**src/hsfc_ram.sv**
```systemverilog
// Generic simple dual-port RAM with registered read.
`timescale 1ns / 1ps
module hsfc_ram #(
  parameter int WIDTH = 8,
  parameter int DEPTH = 256
) (
  input  logic                     clk,
  input  logic                     we,
  input  logic [$clog2(DEPTH)-1:0] waddr,
  input  logic [WIDTH-1:0]         wdata,
  input  logic [$clog2(DEPTH)-1:0] raddr,
  output logic [WIDTH-1:0]         rdata
);
  logic [WIDTH-1:0] mem [DEPTH];

  always_ff @(posedge clk) begin
    if (we) begin
      mem[waddr] <= wdata;
    end
    rdata <= mem[raddr];
  end
endmodule

```
**config.mk**
```make
export PLATFORM = sky130hd
export DESIGN_NAME = hsfc_ram
export DESIGN_NICKNAME = d
export VERILOG_FILES = /design/src/hsfc_ram.sv
export SDC_FILE = /design/constraint.sdc
export NUM_CORES = 2
export LEC_CHECK = 0
export ABC_AREA = 1
export BUFFER_PORTS_ARGS = -buffer_cell sky130_fd_sc_hd__buf_2
export CORE_AREA = 2 2 492 494
export DETAILED_ROUTE_END_ITERATION = 12
export DIE_AREA = 0 0 494 496
export HOLD_SLACK_MARGIN = 0.06
export MAX_ROUTING_LAYER = met4
export PLACE_DENSITY = 0.51
export REMOVE_ABC_BUFFERS = 1
export SLEW_MARGIN = 15
export SYNTH_ARGS = -nofsm -noshare
export SYNTH_HDL_FRONTEND = slang
export SYNTH_SLANG_ARGS = --single-unit
```
**constraint.sdc**
```tcl
create_clock -name clk -period 1.7 [get_ports clk]
set_input_delay 0.085 -clock clk [delete_from_list [all_inputs] [get_ports clk]]
set_output_delay 0.085 -clock clk [all_outputs]
set_load 0.01 [all_outputs]
```
Word level (Yosys, flattened, before mapping) --
Memory sizes are Yosys's and may differ from the RTL's. A register that Yosys moved wholly into a read port is not among the register bits. Index checks and enable logic that the tools add are counted.
Word-level totals: register bits 0, memories 1, RAM bits 2048, input port bits 26
Cells by class: muxes and demuxes 2
Memory list:
- mem | depth 256, width 8, rd ports 1, clocked after Yosys merged registers in 1, wr ports 1, RTL line 14 | logic [WIDTH-1:0] mem [DEPTH];
Operators by type and width (count):
- $mux W1 | 2

Longest topological paths before layout --
depth in word-level cells 2, gate-level depth with buffers 15, mapped depth without buffers 11

Least setup slack after synthesis --
Ideal clock, no wire load.
kind input-to-reg, start point input port we, end point memory mem[162][0], enable pin, arrival time 1206 ps, data required time 1330 ps, setup time 370 ps, cell stages on the path 4, setup slack 124 ps, path buffers 2, path through clkbuf_1 -> nand3_1 -> clkbuf_1 -> nor2_1
Between the ends: cells in the longest elaborated chain, start to end 2
RTL lines:
- start: declaration | RTL line 8 | input logic we,
- $mux W1 | RTL line 17 | if (we) begin
- $mux W1 (not written as such) | RTL line 18 | mem[waddr] <= wdata;
- end: declaration | RTL line 14
Every way passes these cells.

==> results.md <==
- Post-Syn Area: 83400 um^2
- Fin crit share: 97.8%
- Post-placement cell area: 93300 um^2
- Pwr dens: 1090 nW/um^2
- Hold Slack: -317 ps
- Starting DRT DRC Count: 6249
- Num CTS Buffers: 217
- Crit path max fanout: 1
- CP required: 2450 ps
- Failing checks: hold timing
- Max Cap Violations: 0
- Max-slew violations: 0
- Hold Path Class: input port to register
- Fmax: 602 MHz
- Unrepaired setup endpoints after global routing: true
- GR Overflow Total: 0
- Clock Path Buffers: 3
- Drt total wl: 261000 um
- Nets: 7581
- H-tree Lvls: 4
- Vias in the first global route: 54623
- Port buffer count: 33
- Initial antenna violation count: 14
- Clock Sinks: 2056
- Clock share of power: 41.9%
- Most numerous cell on the critical path: nand3_1
- Die Height: 496 um
- DRT Pass-1 Iters: 6
- Io pins: 34
- Area Overhead vs Synth: 21.2%
- Number of antenna-violating nets in the routed design: 0
- P_int: 84200 uW
- Die X: 494 um
- Number of distinct library cells after synthesis: 14
- Post-DP HPWL: 165000 um
- Combinational share of power: 7.3%
- Row cnt: 180
- Sequential share of the synthesized area: 73.9%
- Lkg Pwr: 0.0361 uW
- Syn avg cell area: 11.9 um^2
- Period minus WS final: 1660 ps
- CP endpoint kind: register
- # Post-CTS Setup Buffers: 0
- Initial Util: 34.8%
- Setup WS post-layout: 38.1 ps
- Flops & latches, synth: 2056
- Final Cell Area: 101000 um^2
- Sw Ratio: 23.5%
- Relative slew slack: 51.5%
- Measured slew at the worst slew-check pin: 727 ps
- Largest net degree at the start of global routing: 86
- Critical path class: register to register
- Via count: 56640
- Drt drc: 0
- Sw Pwr: 25800 uW
- Post-place setup slack: -892 ps
- CTS tree: yes
- Drt wl/cell: 23.9 um
- Worst EP arrival: 2410 ps
- Critical path cell sequence: nand2_1 > nand3_1 > nand3_1 > nand3_1 > nand3_1 > nand3_1 > nand3_2 > nand2_1 > nand2_1 > nand2_1
- Root buffer selected by CTS: clkbuf_16
- Clock Latency Late Sink: 890 ps
- First-pass GRT wire length: 381000 um
- Non-Filler Instances: 10926
- Clock transition at the registers of the reported paths: 60 ps
- CP delay by family, top: simple AND/OR/NAND/NOR gates
- Overall routing resource usage: 21.7%
- Synth Instances: 7003
- Sequential power share: 50.9%
- Outcome: finished, violations left
- Critical path startpoint category: register
- Die area: 245000 um^2
- VDD IR-drop max: 0.00119 V
- Slowest CP cell: edfxtp_1
- Setup-failing EPs final: 0
- RD Place Congestion: 0.894
- Core Box Area: 240000 um^2
- Critical path buffer and inverter count: 0
- Clk_skew: 47.7 ps
- Vias per cell: 5.18
- Ratio of cells with drive above 1 in the final layout: 15.7%
- Layout Utilization: 42.2%
- Final Hold Vio Count: 8
- CP peak stage delay: 370 ps
- Synth Warn #: 0
- # hold bufs at CTS: 18
- Post-Place Cells: 10503
- Sum Neg Setup Slack: 0 ps
-- state kept, by name, indices dropped and copies added (netlist names) --
register,cells
mem,2048
rdata,8
-- power groups by stage --
stage	combinational [uW]	clock [uW]	sequential (uW)
2_1_floorplan	2950	0	57000
3_3_place_gp	7760	0	57000
3_5_place_dp	7780	0	57000
4_1_cts	7910	46900	56000
5_1_grt	8590	48800	55900
6_report	8000	46000	55900
-- metrics by stage --
| stage | hold WS, ps | total power, uW |
|---|---|---|
| floorplan | 184 | 59900 |
| detailed placement | 513 | 64800 |
| global route | -359 | 113000 |
| finish | -317 | 110000 |
| CTS | -388 | 111000 |
| global placement | 510 | 64800 |
-- Yosys cell counts --
master	instances	share of area, %
buf_1	40	0.18
buf_2	268	1.6
buf_4	46	0.41
buf_6	16	0.22
buf_8	1	0.018
clkbuf_1	112	0.50
dfxtp_1	8	0.19
edfxtp_1	2048	74
inv_1	36	0.16
inv_2	2	0.0090
inv_4	1	0.0075
nand2_1	2123	9.6
nand3_1	2019	12
nor2_1	283	1.3
-- cell families (layout without fill, tap and decap cells) --
kind of cell	count (synthesis)	count (layout)	share of synthesized area [%]
buf+inv	522	1257	3.12
flops	2056	2056	73.9
other cells	0	3	0
simple gates	4425	4425	22.9
-- cells in the final DEF, fill, tap and decap left out --
cell type / synthesis / routed
buf_12: 0 / 181
buf_2: 268 / 21
buf_4: 46 / 584
buf_6: 16 / 1
buf_8: 1 / 11
bufinv_16: 0 / 14
clkbuf_1: 112 / 55
clkbuf_16: 0 / 218
clkbuf_8: 0 / 1
clkinv_1: 0 / 55
clkinv_16: 0 / 5
clkinv_2: 0 / 33
clkinv_4: 0 / 2
clkinv_8: 0 / 4
clkinvlp_4: 0 / 9
dfxtp_1: 8 / 3
dfxtp_2: 0 / 5
diode_2: 0 / 3
dlygate4sd3_1: 0 / 18
edfxtp_1: 2048 / 2048
inv_1: 36 / 34
inv_16: 0 / 4
inv_2: 2 / 1
inv_4: 1 / 1
inv_6: 0 / 3
inv_8: 0 / 2
nand2_1: 2123 / 2116
nand2_2: 0 / 7
nand3_1: 2019 / 1912
nand3_2: 0 / 81
nand3_4: 0 / 26
nor2_1: 283 / 281
nor2_2: 0 / 2
-- final cells by class --
type | instances | area, um^2
clock buffers | 274 | 5680
clock inverters | 128 | 1180
inverters | 39 | 180
repair buffers | 816 | 8470
diodes | 3 | 7.51
flip-flops and latches | 2056 | 61700
multi-input cells | 4425 | 19900
fillers | 22397 | 139000
well taps | 3185 | 3990
-- path summary, 6_finish.rpt --
kind | startpoint | to | slack (ps) | depth (start not counted)
hold / removal | raddr[7] | rdata[5] | -320 | 3
setup / recovery | mem[7][4] | rdata[4] | 40 | 10
setup reg to reg | mem[7][4] | rdata[4] | 40 | 10
hold reg to reg | mem[242][5] | rdata[5] | 1000 | 10
-- per-layer routing --
layer  vias up  global-route usage (%)  part of all wire, %
li1      26007                       -                    -
met1     28311                    29.5                   44
met2      1982                    34.2                   48
met3       340                    2.86                  6.4
met4         0                    5.78                  2.6
met5         -                       -                    0
-- worst reg2reg max path, stage by stage (launching register included) --
cell and delay [ps]:
edfxtp_1 370, nand2_1 80, nand3_1 80, nand3_1 150, nand3_1 100, nand3_1 230
nand3_1 150, nand3_2 180, nand2_1 70, nand2_1 60, nand2_1 60
-- what timing repair did --
item                       4_1_cts  5_1_grt
hold endpoints to repair      2125        8
pin swaps                        0       13
setup endpoints to repair       13       19
gates resized for setup         52       88
Note: power is estimated with default switching activity, not from simulation.
